===== config.mk =====
export PLATFORM = sky130hd
export DESIGN_NAME = echo_head_alignment_scan_unit
export DESIGN_NICKNAME = d
export VERILOG_FILES = /design/src/rtl/ehas_pkg.sv /design/src/rtl/ehas_conv.sv /design/src/rtl/ehas_core.sv /design/src/rtl/echo_head_alignment_scan_unit.sv
export SDC_FILE = /design/constraint.sdc
export NUM_CORES = 1
export LEC_CHECK = 0
export BUFFER_PORTS_ARGS = -buffer_cell sky130_fd_sc_hd__buf_4
export CAP_MARGIN = 20
export CORE_ASPECT_RATIO = 0.5
export CORE_MARGIN = 3
export CORE_UTILIZATION = 40
export DETAILED_ROUTE_END_ITERATION = 10
export PLACE_DENSITY = 0.67
export SLEW_MARGIN = 20
export SYNTH_ARGS = -nofsm -noshare
export SYNTH_HDL_FRONTEND = slang
export SYNTH_HIERARCHICAL = 1
export SYNTH_SLANG_ARGS = --single-unit

===== constraint.sdc =====
create_clock -name clock -period 6.5 [get_ports clock]
set_input_delay 0.325 -clock clock [delete_from_list [all_inputs] [get_ports clock]]
set_output_delay 0.325 -clock clock [all_outputs]
set_load 0.005 [all_outputs]

===== src/rtl/ehas_pkg.sv =====
// ----------------------------------------------------------------------------
// ehas_pkg
// Shared widths, constants, register codes and structs of the echo head
// alignment scan unit.
// ----------------------------------------------------------------------------
package ehas_pkg;

   // field widths
   localparam int DIST_W    = 14;
   localparam int ANGLE_W   = 8;
   localparam int SPAN_W    = 7;
   localparam int STEP_W    = 8;

   // pulse width to millimetres: (width * 10859) >> 16, i.e. 0.1657 mm/us
   localparam int ECHO_SCALE = 10859;
   localparam int SCALE_W    = 14;
   localparam int PROD_W     = DIST_W + SCALE_W;
   localparam int PROD_SHIFT = 16;

   localparam int ANGLE_LIMIT = 90;
   localparam logic [STEP_W-1:0] STEP_MAX = '1;

   // configuration register indexes
   localparam int CSR_IDX_W = 2;
   localparam logic [CSR_IDX_W-1:0] CSR_NO_ECHO   = 2'd0;
   localparam logic [CSR_IDX_W-1:0] CSR_VARIATION = 2'd1;
   localparam logic [CSR_IDX_W-1:0] CSR_SPAN      = 2'd2;

   // reset values
   localparam logic [DIST_W-1:0] NO_ECHO_RESET   = DIST_W'(10000);
   localparam logic [DIST_W-1:0] VARIATION_RESET = DIST_W'(50);
   localparam logic [SPAN_W-1:0] SPAN_RESET      = SPAN_W'(10);

   // stream payload widths, padded to whole bytes
   localparam int REQ_TDATA_W = 16;
   localparam int RSP_TDATA_W = 40;

   typedef struct packed {
      logic [DIST_W-1:0] silence_mm;
      logic [DIST_W-1:0] monitor_variation;
      logic [SPAN_W-1:0] saccade_span;
   } ehas_cfg_type;

   typedef struct packed {
      logic [DIST_W-1:0]         distance_mm;
      logic signed [ANGLE_W-1:0] steer_angle;
      logic [DIST_W-1:0]         aligned_distance;
      logic                      aligning;
      logic                      alignment_done;
      logic                      alignment_started;
      logic                      long_wait;
   } ehas_result_type;

endpackage


===== src/rtl/ehas_conv.sv =====
// ----------------------------------------------------------------------------
// ehas_conv
// Input stage: scale the echo pulse width to millimetres and hold it.
// ----------------------------------------------------------------------------
module ehas_conv
   import ehas_pkg::*;
(
   input  logic              clock,
   input  logic              reset,
   input  logic              in_valid,
   output logic              in_ready,
   input  logic [DIST_W-1:0] pulse_width_us,
   input  logic [DIST_W-1:0] silence_mm,
   input  logic              take,
   output logic              dist_valid,
   output logic [DIST_W-1:0] range_mm
);

   logic [PROD_W-1:0]            product;
   logic [PROD_W-PROD_SHIFT-1:0] scaled;
   logic [DIST_W-1:0]            dist_in;
   logic [DIST_W-1:0]            dist_ff;
   logic                         valid_in;
   logic                         valid_ff;

   assign product = pulse_width_us * SCALE_W'(ECHO_SCALE);
   assign scaled  = product[PROD_W-1:PROD_SHIFT];
   // a zero result (timeout or a very short pulse) stands for no echo
   assign dist_in = (scaled == '0) ? silence_mm : DIST_W'(scaled);

   assign in_ready = !valid_ff || take;
   assign valid_in = (in_valid && in_ready) || (valid_ff && !take);

   always_ff @(posedge clock) begin
      if (reset) begin
         valid_ff <= 1'b0;
      end else begin
         valid_ff <= valid_in;
      end
      if (in_valid && in_ready) begin
         dist_ff <= dist_in;
      end
   end

   assign dist_valid = valid_ff;
   assign range_mm   = dist_ff;

endmodule


===== src/rtl/ehas_core.sv =====
// ----------------------------------------------------------------------------
// ehas_core
// Scan state: distance history, head angle, span and alignment mode.
// ----------------------------------------------------------------------------
module ehas_core
   import ehas_pkg::*;
(
   input  logic              clock,
   input  logic              reset,
   input  ehas_cfg_type      cfg,
   input  logic              step,
   input  logic [DIST_W-1:0] range_mm,
   output ehas_result_type   result
);

   localparam logic signed [ANGLE_W+1:0] SUM_HI = (ANGLE_W+2)'(ANGLE_LIMIT);
   localparam logic signed [ANGLE_W+1:0] SUM_LO = -SUM_HI;
   localparam logic signed [ANGLE_W-1:0] ANG_HI = ANGLE_W'(ANGLE_LIMIT);
   localparam logic signed [ANGLE_W-1:0] ANG_LO = -ANG_HI;

   function automatic logic signed [ANGLE_W-1:0] clamp_angle(
      input logic signed [ANGLE_W-1:0] a,
      input logic signed [ANGLE_W-1:0] s
   );
      logic signed [ANGLE_W+1:0] sum;
      sum = (ANGLE_W+2)'(a) + (ANGLE_W+2)'(s);
      if (sum < SUM_LO) begin
         return ANG_LO;
      end else if (sum > SUM_HI) begin
         return ANG_HI;
      end
      return ANGLE_W'(sum);
   endfunction

   function automatic logic [DIST_W-1:0] abs_diff(
      input logic [DIST_W-1:0] a,
      input logic [DIST_W-1:0] b
   );
      return (a > b) ? a - b : b - a;
   endfunction

   logic [DIST_W-1:0]         cur_ff,   cur_in;
   logic [DIST_W-1:0]         prev_ff,  prev_in;
   logic [DIST_W-1:0]         min_ff,   min_in;
   logic signed [ANGLE_W-1:0] angle_ff, angle_in;
   logic signed [ANGLE_W-1:0] span_ff,  span_in;
   logic [STEP_W-1:0]         count_ff, count_in;
   logic                      align_ff, align_in;

   logic                      all_none;
   logic                      at_limit;
   logic signed [ANGLE_W-1:0] span_pos;
   logic signed [ANGLE_W-1:0] span_rev;
   logic                      done;
   logic                      started;

   assign span_pos = ANGLE_W'(cfg.saccade_span);
   assign span_rev = -span_ff;
   assign at_limit = (angle_ff <= ANG_LO) || (angle_ff >= ANG_HI);
   // after the shift: older = prev_ff, previous = cur_ff, current = range_mm
   assign all_none = (cur_ff == cfg.silence_mm) && (range_mm == cfg.silence_mm) &&
                     (prev_ff == cfg.silence_mm);

   always_comb begin
      prev_in  = cur_ff;
      cur_in   = range_mm;
      min_in   = min_ff;
      angle_in = angle_ff;
      span_in  = span_ff;
      count_in = count_ff;
      align_in = align_ff;
      done     = 1'b0;
      started  = 1'b0;
      if (align_ff) begin
         if (count_ff != STEP_MAX) begin
            count_in = count_ff + 1'b1;
         end
         if ((cur_ff > range_mm) || all_none) begin
            if (at_limit) begin
               if (count_in > STEP_W'(1)) begin
                  min_in   = range_mm;
                  align_in = 1'b0;
                  done     = 1'b1;
               end else begin
                  // first step at a limit: step back toward the centre
                  span_in  = (angle_ff >= ANG_HI) ? -span_pos : span_pos;
                  angle_in = clamp_angle(angle_ff, span_in);
               end
            end else begin
               angle_in = clamp_angle(angle_ff, span_ff);
            end
         end else begin
            // echo grew: reverse, and stop if a minimum is bracketed
            span_in  = span_rev;
            angle_in = clamp_angle(angle_ff, span_rev);
            if ((prev_ff >= cur_ff) && (count_in > STEP_W'(2)) &&
                (cur_ff < cfg.silence_mm)) begin
               min_in   = cur_ff;
               align_in = 1'b0;
               done     = 1'b1;
            end
         end
      end else begin
         if ((abs_diff(range_mm, min_ff) > cfg.monitor_variation) &&
             (abs_diff(cur_ff, min_ff) > cfg.monitor_variation)) begin
            align_in = 1'b1;
            cur_in   = cfg.silence_mm - 1'b1;
            span_in  = span_rev;
            count_in = '0;
            started  = 1'b1;
         end
      end
   end

   always_ff @(posedge clock) begin
      if (reset) begin
         cur_ff   <= NO_ECHO_RESET;
         prev_ff  <= NO_ECHO_RESET;
         min_ff   <= '0;
         angle_ff <= '0;
         span_ff  <= ANGLE_W'(SPAN_RESET);
         count_ff <= '0;
         align_ff <= 1'b0;
      end else if (step) begin
         cur_ff   <= cur_in;
         prev_ff  <= prev_in;
         min_ff   <= min_in;
         angle_ff <= angle_in;
         span_ff  <= span_in;
         count_ff <= count_in;
         align_ff <= align_in;
      end
   end

   always_comb begin
      result.distance_mm       = range_mm;
      result.steer_angle       = angle_in;
      result.aligned_distance  = min_in;
      result.aligning          = align_in;
      result.alignment_done    = done;
      result.alignment_started = started;
      result.long_wait         = !align_in;
   end

endmodule


===== src/rtl/echo_head_alignment_scan_unit.sv =====
// ----------------------------------------------------------------------------
// echo_head_alignment_scan_unit
// Converts echo pulse widths to distances and steers a head alignment scan.
// ----------------------------------------------------------------------------
// Use:
//   req_*  : one request per echo measurement, tdata[13:0] = pulse width (us).
//   rsp_*  : one result per request, in order: distance, new head angle,
//            aligned minimum and the alignment status flags.
//   csr_*  : register writes (index, data), always ready; write only while
//            no request is in flight.
// Path: the pulse width is scaled by one 14x14 multiplier ahead of the input
//   register; the scan decision runs from the input register and loads the
//   result register.
// Throughput: one request per cycle while rsp_tready is high; the scan state
//   closes its loop within that cycle, so requests may follow back to back.
// Stall: while rsp_tready is low the result register holds; the input stage
//   takes one further request if it is empty, then req_tready drops.
// Reset: empties both stages, loads the register reset values, sets the
//   distance history to 10000, angle to straight ahead and monitoring mode.
// ----------------------------------------------------------------------------
module echo_head_alignment_scan_unit
   import ehas_pkg::*;
(
   input  logic                   clock,
   input  logic                   reset,
   // request: [13:0] pulse_width_us, [15:14] zero
   input  logic                   req_tvalid,
   output logic                   req_tready,
   input  logic [REQ_TDATA_W-1:0] req_tdata,
   // result: [13:0] distance_mm, [21:14] steer_angle, [35:22] aligned_distance,
   //         [36] aligning, [37] alignment_done, [38] alignment_started,
   //         [39] long_wait
   output logic                   rsp_tvalid,
   input  logic                   rsp_tready,
   output logic [RSP_TDATA_W-1:0] rsp_tdata,
   // register writes
   input  logic                   csr_valid,
   output logic                   csr_ready,
   input  logic [CSR_IDX_W-1:0]   csr_index,
   input  logic [DIST_W-1:0]      csr_data
);

   ehas_cfg_type    cfg_ff;
   ehas_result_type result;
   ehas_result_type rsp_ff;
   logic            rsp_valid_ff;
   logic            step;
   logic            dist_valid;
   logic [DIST_W-1:0] range_mm;

   // registers: always take a write; unknown indexes are dropped
   assign csr_ready = 1'b1;

   always_ff @(posedge clock) begin
      if (reset) begin
         cfg_ff.silence_mm        <= NO_ECHO_RESET;
         cfg_ff.monitor_variation <= VARIATION_RESET;
         cfg_ff.saccade_span      <= SPAN_RESET;
      end else if (csr_valid) begin
         unique case (csr_index)
            CSR_NO_ECHO:   cfg_ff.silence_mm        <= csr_data;
            CSR_VARIATION: cfg_ff.monitor_variation <= csr_data;
            CSR_SPAN:      cfg_ff.saccade_span      <= csr_data[SPAN_W-1:0];
            default: ;
         endcase
      end
   end

   ehas_conv u_conv (
      .clock          (clock),
      .reset          (reset),
      .in_valid       (req_tvalid),
      .in_ready       (req_tready),
      .pulse_width_us (req_tdata[DIST_W-1:0]),
      .silence_mm     (cfg_ff.silence_mm),
      .take           (step),
      .dist_valid     (dist_valid),
      .range_mm       (range_mm)
   );

   // advance the scan when the result register is free or being emptied
   assign step = dist_valid && (!rsp_valid_ff || rsp_tready);

   ehas_core u_core (
      .clock    (clock),
      .reset    (reset),
      .cfg      (cfg_ff),
      .step     (step),
      .range_mm (range_mm),
      .result   (result)
   );

   always_ff @(posedge clock) begin
      if (reset) begin
         rsp_valid_ff <= 1'b0;
      end else if (step) begin
         rsp_valid_ff <= 1'b1;
      end else if (rsp_tready) begin
         rsp_valid_ff <= 1'b0;
      end
      if (step) begin
         rsp_ff <= result;
      end
   end

   assign rsp_tvalid = rsp_valid_ff;
   assign rsp_tdata  = {rsp_ff.long_wait, rsp_ff.alignment_started, rsp_ff.alignment_done,
                        rsp_ff.aligning, rsp_ff.aligned_distance, rsp_ff.steer_angle,
                        rsp_ff.distance_mm};

endmodule


==> results of run 1 <==
[power groups by stage]
stage / registers (mW) / clock network (mW) / logic (mW)
final: 1.44 / 1.10 / 5.83
after global routing: 1.45 / 1.15 / 6.49
after CTS: 1.43 / 1.11 / 5.74
after detailed placement: 1.45 / 0 / 5.70
after global placement: 1.45 / 0 / 5.64
after floorplan: 1.40 / 0 / 4.23
[how the worst min path moves through the flow]
stage / cells past startpoint / end
after floorplan: 1 / u_conv/dist_valid
after global placement: 2 / rsp_tvalid
after detailed placement: 2 / cfg_ff[19]
after CTS: 3 / u_conv/dist_valid
after global routing: 3 / u_conv/dist_valid
final: 3 / u_conv/dist_valid
[area by class of cell]
cell class                 count  area (um^2)  share of cell area
multi-input combinational   1553        12640              0.6503
inverter                     232        870.8             0.04482
tap                          577        721.9             0.03716
sequential                   158         3704              0.1906
clock inverter                14        205.2             0.01056
clock buffer                  18        429.2             0.02209
timing repair buffer         115        863.3             0.04443
[through the flow]
step / std cells / cell area, um^2
global route: 2667 / 19430
finish: 2667 / 19430
global placement: 2635 / 18790
detailed placement: 2635 / 18790
floorplan: 2046 / 17740
CTS: 2667 / 19430
[worst min-delay path, delay by kind of cell]
family / cells / cell delay (ps)
AO/OA/AOI/OAI: 1 / 100
buffers and inverters: 2 / 110
[registers in the layout, summed over array words and instances, names as in the netlist]
name	count
rsp_tdata	40
cfg_ff	35
u_conv/range_mm	14
u_core/cur_ff	14
u_core/min_ff	14
u_core/prev_ff	14
u_core/angle_ff	8
u_core/count_ff	8
u_core/span_ff	8
rsp_tvalid	1
u_conv/dist_valid	1
u_core/align_ff	1
[logic make-up (layout without fill, tap and decap cells)]
family	Yosys count	in the layout
buffers and inverters	335	379
multiplexers	93	93
AO/OA/AOI/OAI	558	558
flip-flops	158	158
AND/OR/NAND/NOR	487	487
XOR/XNOR	81	81
other	1	1
adder cells (fa/ha/maj)	333	333
[layout by cell type, fill, tap and decap left out, types with 15 or more instances in the layout]
master     count
a211oi_1      26
a21o_1        55
a21oi_1      145
a31oi_1       34
and3_1        15
buf_4        115
clkbuf_16     17
dfxtp_1      104
edfxtp_1      54
fa_1          64
ha_1         267
inv_1        231
mux2i_1       88
nand2_1       84
nand2b_1      58
nand3_1       52
nand4_1       29
nor2_1       122
nor3_1        32
o211ai_1      22
o21a_1        16
o21ai_0       85
o2bb2ai_1     16
o32ai_1       19
xnor2_1       48
xor2_1        32
[metal layers]
layer / track usage / share of wire / routed length, um / vias up
li1: - / - / - / 7447
met1: 0.3088 / 0.46 / 24840 / 7435
met2: 0.3580 / 0.44 / 23650 / 590
met3: 0.03646 / 0.071 / 3800 / 80
met4: 0.07426 / 0.029 / 1564 / 0
met5: 0 / 0 / 0 / -
==> reports/qor.yml, run 1 <==
worst_setup_path:
  critPathBufInv: 4
  slowest_delay_ps: 720
  crit_cells: 23
  critPathLaunchType: "flop"
  required_ps: 6830
  critPathCapture: "u_core/cur_ff[13]"
  path_cells: "inv_1 -> ha_1 -> inv_1 -> fa_1 -> a211oi_1 -> o21ai_1 -> a21o_1 -> o21ai_1 -> mux2i_1 -> mux2i_1 -> o21ai_1 -> a311oi_1 -> buf_4 -> ha_1 -> and4_1 -> nand4_1 -> nor3_1 -> a21oi_1 -> and2_1 -> nand2_1 -> inv_1 -> o21ai_0 -> a211o_1"
  slowest_stage: "o21ai_1"
  reg2regPathDepth: 23
  r2r-end: "u_core/cur_ff[13]"
  cp_max_fo: 10
  critPathLaunch: "u_conv/range_mm[0]"
  worstSetupPathType: "flop to flop"
  reg2reg_slack_ps: 400
  worstSetupEndpointType: "flop"
  critPathArrivalTime_ps: 6430
  critical-path-top-delay-family: "compound AO/OA/AOI/OAI gates"
  r2r_start: "u_conv/range_mm[0]"
detailed_routing:
  antenna_left: 0
  vias: 15552
  wirelength_um: 53860
  dr.first_iter.drc_count: 1744
  dr.pass1.iters: 6
  via_per_inst: 5.831
  drc: 0
  avgRoutedWirePerCell_um: 20.19
synth:
  ys.warnings.count: 6
  synth_top_area_share: 0.1884
  synth_area_um2: 17740
  synth.most_common_cell: "ha_1"
  synth_largest_area_cell: "ha_1"
  synth_area_leaders: "ha_1 19%, dfxtp_1 12%, edfxtp_1 9.1%"
  yosys_register_bits: 158
  async_flop_share: 0
  ys_seq_area_frac: 0.2088
  synth-simple-area-share: 0.1433
  avgSynthCellArea_um2: 8.669
  synthAdderAreaFrac: 0.2617
  ys_top_cells_by_count: "267 x ha_1, 231 x inv_1, 145 x a21oi_1"
  synthXorXnorAreaFrac: 0.04042
  synth-compound-area-share: 0.2121
  synth_cells: 2046
  synth-edff-count: 54
  synth_flop_cell: "dfxtp_1"
  synth.area.mux_share: 0.05305
  synth_top_family_by_area: "adder cells"
  synth_nets: 2414
  synth_cell_type_count: 99
sta:
  tns_ps: 0
  timing.slew.headroom: 0.3656
  period_share: 0.9385
  fin_hold_ws_ps: 122.5
  setup_viol_count_final: 0
  fin_ws_ps: 399.6
  rsz0062_at_grt: "no"
  tightest_slew_ps: 951.6
  hold_viol: 0
  clock_skew_ps: 13.87
  final_max_slew_viol_count: 0
  fmax_mhz: 163.9
  fin_crit_ps: 6100
clock_network:
  h-tree-depth: 4
  post-cts-setup-buffer-count: 0
  cts_sinks: 158
  clock-root-buffer: "clkbuf_16"
  clkTransAtPathRegs_ps: 70
  clock_latency_ps: 450
  hold_buffers: 0
  cts.repair.resized: 0
  cts_made_buffers: 17
  cts_buffer_depth: 2
  cts_tree: "yes"
floorplanning:
  die_h_um: 154.9
  num_rows: 53
  coreArea_um2: 42840
  initial_utilization: 0.4140
  fp.dieW_um: 303.8
  io_pins: 80
  dieArea_um2: 47060
power_and_ir_drop:
  p_sw_frac: 0.5016
  seq_power_share: 0.172
  power_frac_clock: 0.131
  p_per_area_nw_per_um2: 430.5
  p_total_mw: 8.365
  power.switching_mw: 4.196
  p_leak_nw: 8.696
  ir_worst_vdd_uv: 277.8
  p_comb_frac: 0.697
  p_int_mw: 4.169
layout:
  area_growth_pct: 9.552
  layout.nets: 2445
  insertedDiodeCount: 0
  drive_above_1_share: 0.09234
  utilization: 0.4536
  fillCellCount: 4231
placed_design:
  port_buffers: 76
  place_hpwl_um: 43050
  place_congestion: 1.029
  dp_slack_ps: 489.0
grt:
  overflow: 0
  antenna_found_initial: 0
  grt_pass1_vias: 14732
  grt_pass1_wl_um: 83840
  grtUsageTotal: 0.2237
  grt_start_max_net_pins: 87
outcome:
  outcome: "complete, no violations"
worst_hold_path:
  holdCritStartpoint: "req_tvalid"
  hp-class: "input pin to flop"
job:
  maxCapViolCount: 0
No activity file was read; power rests on OpenSTA's default activity.
==> run 2: changes to the inputs <==
--- a/config.mk
+++ b/config.mk
@@ -12,8 +12,8 @@
 export CORE_UTILIZATION = 40
 export DETAILED_ROUTE_END_ITERATION = 10
 export PLACE_DENSITY = 0.67
+export RECOVER_POWER = 50
 export SLEW_MARGIN = 20
 export SYNTH_ARGS = -nofsm -noshare
 export SYNTH_HDL_FRONTEND = slang
-export SYNTH_HIERARCHICAL = 1
 export SYNTH_SLANG_ARGS = --single-unit
==> run 2 against run 1 <==
  * The run now ends with capacitance limit, slew limit left
  * Final area is 4.4% lower
  * Clock skew is 1.3 ps higher
  * Register-to-register slack improved by 99 ps
  * Non-clock buffer count rose by 3
  * Via count down 2.5%
  * Die area decreased by 4.9%
  * Fmax rose by 1.7%
  * Synthesized cell count down 2.4%
  * Synthesized area shrank 5.0%
==> reports/qor.yml, run 2 <==
sta:
  setup_viol_count_final: 0
  fmax_mhz: 166.6
  tns_ps: 0
  final_max_slew_viol_count: 231
  hold_viol: 0
  clock_skew_ps: 15.16
  timing.slew.headroom: -1.143
  fin_crit_ps: 6001
  period_share: 0.9232
  rsz0062_at_grt: "no"
  tightest_slew_ps: 3214
synth:
  synth_area_um2: 16850
  synth.most_common_cell: "ha_1"
  ys.warnings.count: 0
  synth_cells: 1997
  synth_nets: 2367
  async_flop_share: 0
  yosys_register_bits: 158
  synth_top_area_share: 0.1998
  synth_area_leaders: "ha_1 20%, dfxtp_1 12%, edfxtp_1 9.6%"
  synth_flop_cell: "dfxtp_1"
  synth_cell_type_count: 97
  avgSynthCellArea_um2: 8.436
  ys_top_cells_by_count: "269 x ha_1, 229 x inv_1, 190 x a21oi_1"
  synth_largest_area_cell: "ha_1"
  synth-edff-count: 54
  ys_seq_area_frac: 0.2198
worst_setup_path:
  critPathArrivalTime_ps: 6160
  critPathLaunch: "u_core.cur_ff[0]"
  critPathBufInv: 4
  path_cells: "inv_1 -> ha_1 -> inv_1 -> fa_1 -> inv_1 -> o221ai_2 -> nor3b_4 -> nor3_1 -> or4_4 -> a221oi_1 -> o211ai_1 -> a211oi_2 -> xnor2_1 -> ha_1 -> nand4_1 -> or4_1 -> nand3_1 -> a21oi_1 -> and2_1 -> a21oi_1 -> inv_1"
  cp_max_fo: 22
  worstSetupPathType: "flop to flop"
  slowest_delay_ps: 720
  r2r_start: "u_core.cur_ff[0]"
  slowest_stage: "or4_4"
  worstSetupEndpointType: "flop"
  crit_top_cell: "inv_1"
  critPathLaunchType: "flop"
  critical-path-top-delay-family: "simple AND/OR/NAND/NOR gates"
  required_ps: 6660
grt:
  antenna_found_initial: 0
  grt_pass1_wl_um: 82920
  top_usage_layer: "met2"
  overflow: 0
  use_met2: 0.3650
  grtUsageMet1: 0.3534
  use_met3: 0.03458
  grtUsageTotal: 0.2377
  grt_start_max_net_pins: 63
  grt_pass1_vias: 14478
detailed_routing:
  dr.pass1.iters: 6
  dr.first_iter.drc_count: 1479
  avgRoutedWirePerCell_um: 20.04
  vias: 15159
  wirelength_um: 52390
  via_per_inst: 5.797
  drc: 0
  antenna_left: 0
layout:
  regArea_um2: 3704
  finalInstanceArea_um2: 18570
  final_common_cell: "ha_1"
  fillCellCount: 4134
  multi_input_comb_area_um2: 11960
  largest_register_ffs: 40
  layout.nets: 2432
  mostFrequentLayoutCells: "269 x ha_1, 228 x inv_1, 190 x a21oi_1"
  area_growth_pct: 10.21
  insertedDiodeCount: 0
  drive_above_1_share: 0.08048
floorplanning:
  num_rows: 52
  coreArea_um2: 40990
  fp.dieW_um: 296.2
  dieArea_um2: 44770
  io_pins: 80
  die_h_um: 151.1
  initial_utilization: 0.4110
power_and_ir_drop:
  p_sw_frac: 0.4955
  p_per_area_nw_per_um2: 398.6
  ir_worst_vdd_uv: 234.8
  p_comb_frac: 0.684
  seq_power_share: 0.182
  p_leak_nw: 8.321
  power_frac_clock: 0.134
  p_int_mw: 3.733
  power.switching_mw: 3.667
  p_total_mw: 7.400
clock_network:
  clkTransAtPathRegs_ps: 70
  cts.repair.resized: 0
  clock_latency_ps: 440
  cts_made_buffers: 17
  post-cts-setup-buffer-count: 0
  clock-root-buffer: "clkbuf_16"
  cts_tree: "yes"
  cts_sinks: 158
  cts_buffer_depth: 2
  hold_buffers: 0
  h-tree-depth: 4
job:
  maxCapViolCount: 5
outcome:
  violations: "capacitance limit, slew limit"
  outcome: "complete, but fails checks"
placed_design:
  place_hpwl_um: 42690
  place_congestion: 0.9837
  port_buffers: 76
  placed_area_um2: 18090
worst_hold_path:
  hp-class: "input pin to flop"
  holdCritStartpoint: "req_tvalid"
[run 2: changes by cell type in the layout (fill, tap and decap cells not counted), moves of 37 or more]
cell,previous run,this run
nand2_1,84,167
a21oi_1,145,190
clkbuf_4,0,37
nand2b_1,58,11
mux2i_1,88,21
buf_4,115,57
[run 2: cell families (layout without fill, tap and decap cells)]
logic type               count (synthesis)  count (layout)  share of synthesized area
XOR/XNOR                                72              72                    0.03743
other                                    1               1                  0.0002226
AO/OA/AOI/OAI                          587             587                     0.2319
AND/OR/NAND/NOR                        518             518                     0.1477
adder cells (fa/ha/maj)                334             334                     0.2764
multiplexers                            26              26                    0.01582
flip-flops                             158             158                     0.2198
buffers and inverters                  301             379                    0.07063
[run 2: worst paths after layout]
| path | to | slack, ps | cells past startpoint |
|---|---|---|---|
| max reg2reg | rsp_tdata[36] | 500 | 21 |
| min reg2reg | cfg_ff[10] | 460 | 2 |
| min | u_conv.dist_valid | 110 | 3 |
| max | rsp_tdata[36] | 500 | 21 |
[run 2: layout make-up]
type,instances,share of cell area
clock buffers,20,0.02487
flip-flops and latches,158,0.1995
multi-input cells,1538,0.6442
clock inverters,12,0.006132
repair buffers,118,0.04266
inverters,229,0.04629
well taps,540,0.03639
[run 2: worst reg2reg max path, stage by stage, from the launching register on]
cell and delay, ps:
dfxtp_1 520, inv_1 190, ha_1 220, inv_1 80
fa_1 240, inv_1 80, o221ai_2 280, nor3b_4 280
nor3_1 100, or4_4 720, a221oi_1 280, o211ai_1 170
a211oi_2 280, xnor2_1 160, ha_1 320, nand4_1 130
or4_1 570, nand3_1 110, a21oi_1 70, and2_1 310
a21oi_1 540, inv_1 90
[run 2: routing by layer]
layer	up-vias	part of all wire
met5	-	0
met4	0	0.016
met3	50	0.078
met2	549	0.43
met1	7250	0.48
li1	7310	-
[run 2: per-stage QoR]
step	instances	util	hold slack [ps]	worst slack, ps
floorplan	1997	-	436.3	915.5
global placement	2583	0.4414	443.0	320.2
detailed placement	2583	0.4414	448.6	246.4
CTS	2615	0.4554	84.17	634.9
global route	2615	0.4530	98.63	140.3
finish	2615	0.4530	107.1	499.1
[run 2: power by group through the flow]
stage	clock [mW]	combinational (mW)	sequential (mW)
2_1_floorplan	0	3.61	1.34
3_3_place_gp	0	4.94	1.36
3_5_place_dp	0	5.00	1.36
4_1_cts	1.01	5.04	1.34
5_1_grt	1.05	5.68	1.35
6_report	0.995	5.06	1.34
==> run 3: changes to the inputs <==
--- a/config.mk
+++ b/config.mk
@@ -11,7 +11,7 @@
 export CORE_MARGIN = 3
 export CORE_UTILIZATION = 40
 export DETAILED_ROUTE_END_ITERATION = 10
-export PLACE_DENSITY = 0.67
+export PLACE_DENSITY = 0.69
 export RECOVER_POWER = 50
 export SLEW_MARGIN = 20
 export SYNTH_ARGS = -nofsm -noshare
==> constraint.sdc (replaced) <==
create_clock -name clock -period 5.5 [get_ports clock]
set_input_delay 0.275 -clock clock [delete_from_list [all_inputs] [get_ports clock]]
set_output_delay 0.275 -clock clock [all_outputs]
set_load 0.005 [all_outputs]
==> run 3 against run 2 <==
  * The run still ends with capacitance limit, slew limit left
  * Via count up 3.5%
  * Worst setup slack worse by 290 ps
  * First-iteration DRC count fell by 2.6%
  * Die area did not move
  * Sequential share of layout area is 1.0 points lower
  * Register-to-register slack got worse by 240 ps
  * Total power up 32%
  * Sequential power rose by 18%
  * Hold slack worse by 54 ps
  * Core utilization rose by 2.4 points
  * Routed wire length up 1.7%
  * Global-route usage barely moved
  * Critical endpoint is now u_conv.range_mm[0]
  * Highest routed layer unchanged
==> reports/qor.yml, run 3 (same netlist as run 2, synthesis figures left out) <==
grt:
  antenna_found_initial: 0
  grtUsageTotal: 0.2377
  grt_start_max_net_pins: 63
  overflow: 0
  grt_pass1_wl_um: 83030
  grt_pass1_vias: 14745
floorplanning:
  io_pins: 80
  die_h_um: 151.1
  num_rows: 52
  fp.dieW_um: 296.2
  dieArea_um2: 44770
  coreArea_um2: 40990
  initial_utilization: 0.4110
layout:
  area_growth_pct: 16.08
  final_common_cell: "ha_1"
  mostFrequentLayoutCells: "267 x ha_1, 228 x inv_1, 186 x a21oi_1"
  finalInstanceArea_um2: 19560
  insertedDiodeCount: 0
  largest_register_ffs: 40
  layout.nets: 2548
  fillCellCount: 3926
  drive_above_1_share: 0.1346
worst_setup_path:
  worstSetupPathType: "input pin to flop"
  r2r-end: "u_core.span_ff[2]"
  required_ps: 5780
  critPathLaunchType: "input pin"
  crit_top_cell: "fa_1"
  critical-path-top-delay-family: "adder cells"
  reg2regPathDepth: 24
  slowest_stage: "fa_1"
  slowest_delay_ps: 550
  reg2reg_slack_ps: 260
  critPathBufInv: 4
  worstSetupEndpointType: "flop"
  path_cells: "buf_4 -> ha_1 -> fa_1 -> fa_1 -> inv_1 -> fa_1 -> fa_1 -> inv_1 -> ha_1 -> ha_1 -> a21oi_1 -> o21ai_1 -> a211o_1 -> a311o_1 -> o21ai_0 -> o221ai_1 -> and4bb_1 -> nand4_1 -> buf_4 -> o21ai_1"
  cp_max_fo: 11
  r2r_start: "u_conv.range_mm[0]"
  critPathArrivalTime_ps: 5570
sta:
  final_max_slew_viol_count: 100
  rsz0062_at_grt: "yes"
  hold_viol: 0
  fin_crit_ps: 5291
  tightest_slew_ps: 3107
  period_share: 0.9619
  fmax_mhz: 189.0
  setup_viol_count_final: 0
  clock_skew_ps: 17.61
  tns_ps: 0
  timing.slew.headroom: -1.071
  fin_hold_ws_ps: 53.55
detailed_routing:
  avgRoutedWirePerCell_um: 19.51
  wirelength_um: 53280
  via_per_inst: 5.748
  dr.pass1.iters: 6
  antenna_left: 0
  drc: 0
  dr.first_iter.drc_count: 1441
  vias: 15697
power_and_ir_drop:
  p_per_area_nw_per_um2: 498.0
  p_total_mw: 9.739
  p_leak_nw: 8.900
  ir_worst_vdd_uv: 402.3
clock_network:
  clkTransAtPathRegs_ps: 70
  cts_sinks: 158
  cts_buffer_depth: 2
  cts_made_buffers: 17
  clock_latency_ps: 440
  cts_tree: "yes"
  h-tree-depth: 4
  clock-root-buffer: "clkbuf_16"
  hold_buffers: 0
job:
  maxCapViolCount: 2
placed_design:
  placed_area_um2: 18970
  place_congestion: 0.9890
  place_hpwl_um: 43390
  port_buffers: 76
outcome:
  violations: "capacitance limit, slew limit"
  outcome: "complete, but fails checks"
worst_hold_path:
  holdCritStartpoint: "req_tvalid"
  whs_path_depth: 3
  hp-class: "input pin to flop"
  holdPathEnd: "u_conv.dist_valid"
==> run 3: where the power goes <==
part / total [mW] / switching, mW / internal [mW]
Combinational: 6.98 / 3.87 / 3.11
Sequential: 1.58 / 0.137 / 1.44
Clock: 1.18 / 0.573 / 0.612
==> run 3: worst max-delay path by stage <==
stage / startpoint / to / slack, ps / depth (start not counted)
2_1_floorplan: req_tdata[4] / u_conv.range_mm[10] / 20 / 22
3_3_place_gp: req_tdata[4] / u_conv.range_mm[0] / -210 / 22
3_5_place_dp: req_tdata[4] / u_conv.range_mm[0] / -350 / 22
4_1_cts: req_tdata[4] / u_conv.range_mm[0] / 90 / 22
5_1_grt: req_tdata[3] / u_conv.range_mm[11] / -70 / 23
6_report: req_tdata[2] / u_conv.range_mm[0] / 210 / 20
==> run 3: per-layer routing <==
layer | global-route usage | vias to the layer above | wire length (um)
met3 | 0.03663 | 77 | 4021
met1 | 0.3398 | 7488 | 24860
met2 | 0.3758 | 583 | 23220
met5 | 0 | - | 0
li1 | - | 7549 | -
met4 | 0.05917 | 0 | 1176
==> run 3: worst min-delay path, stage by stage <==
cell and delay, ps:
buf_4 80, a21oi_1 30, nor2_1 70
==> run 3: layout make-up <==
| cell class | count | area [um^2] | share of cell area |
|---|---|---|---|
| Clock buffer | 17 | 425.4 | 0.02175 |
| Multi-Input combinational cell | 1538 | 12050 | 0.6159 |
| Timing Repair Buffer | 234 | 1674 | 0.08560 |
| Clock inverter | 15 | 172.7 | 0.008829 |
| Tap cell | 540 | 675.6 | 0.03455 |
| Inverter | 229 | 859.6 | 0.04395 |
| Sequential cell | 158 | 3704 | 0.1894 |
==> run 3: per-stage QoR <==
step	setup slack, ps	std cells	util
floorplan	21.60	1997	-
global placement	-213.2	2697	0.4629
detailed placement	-350.3	2697	0.4629
CTS	87.03	2729	0.4774
global route	-67.44	2731	0.4771
finish	209.3	2731	0.4771
==> run 3: repair_timing <==
item                                    4_1_cts  5_1_grt
gates resized for setup                       0       24
setup buffers                                 0        1
hold endpoints to repair                      0        0
endpoints found under the setup margin        0       35
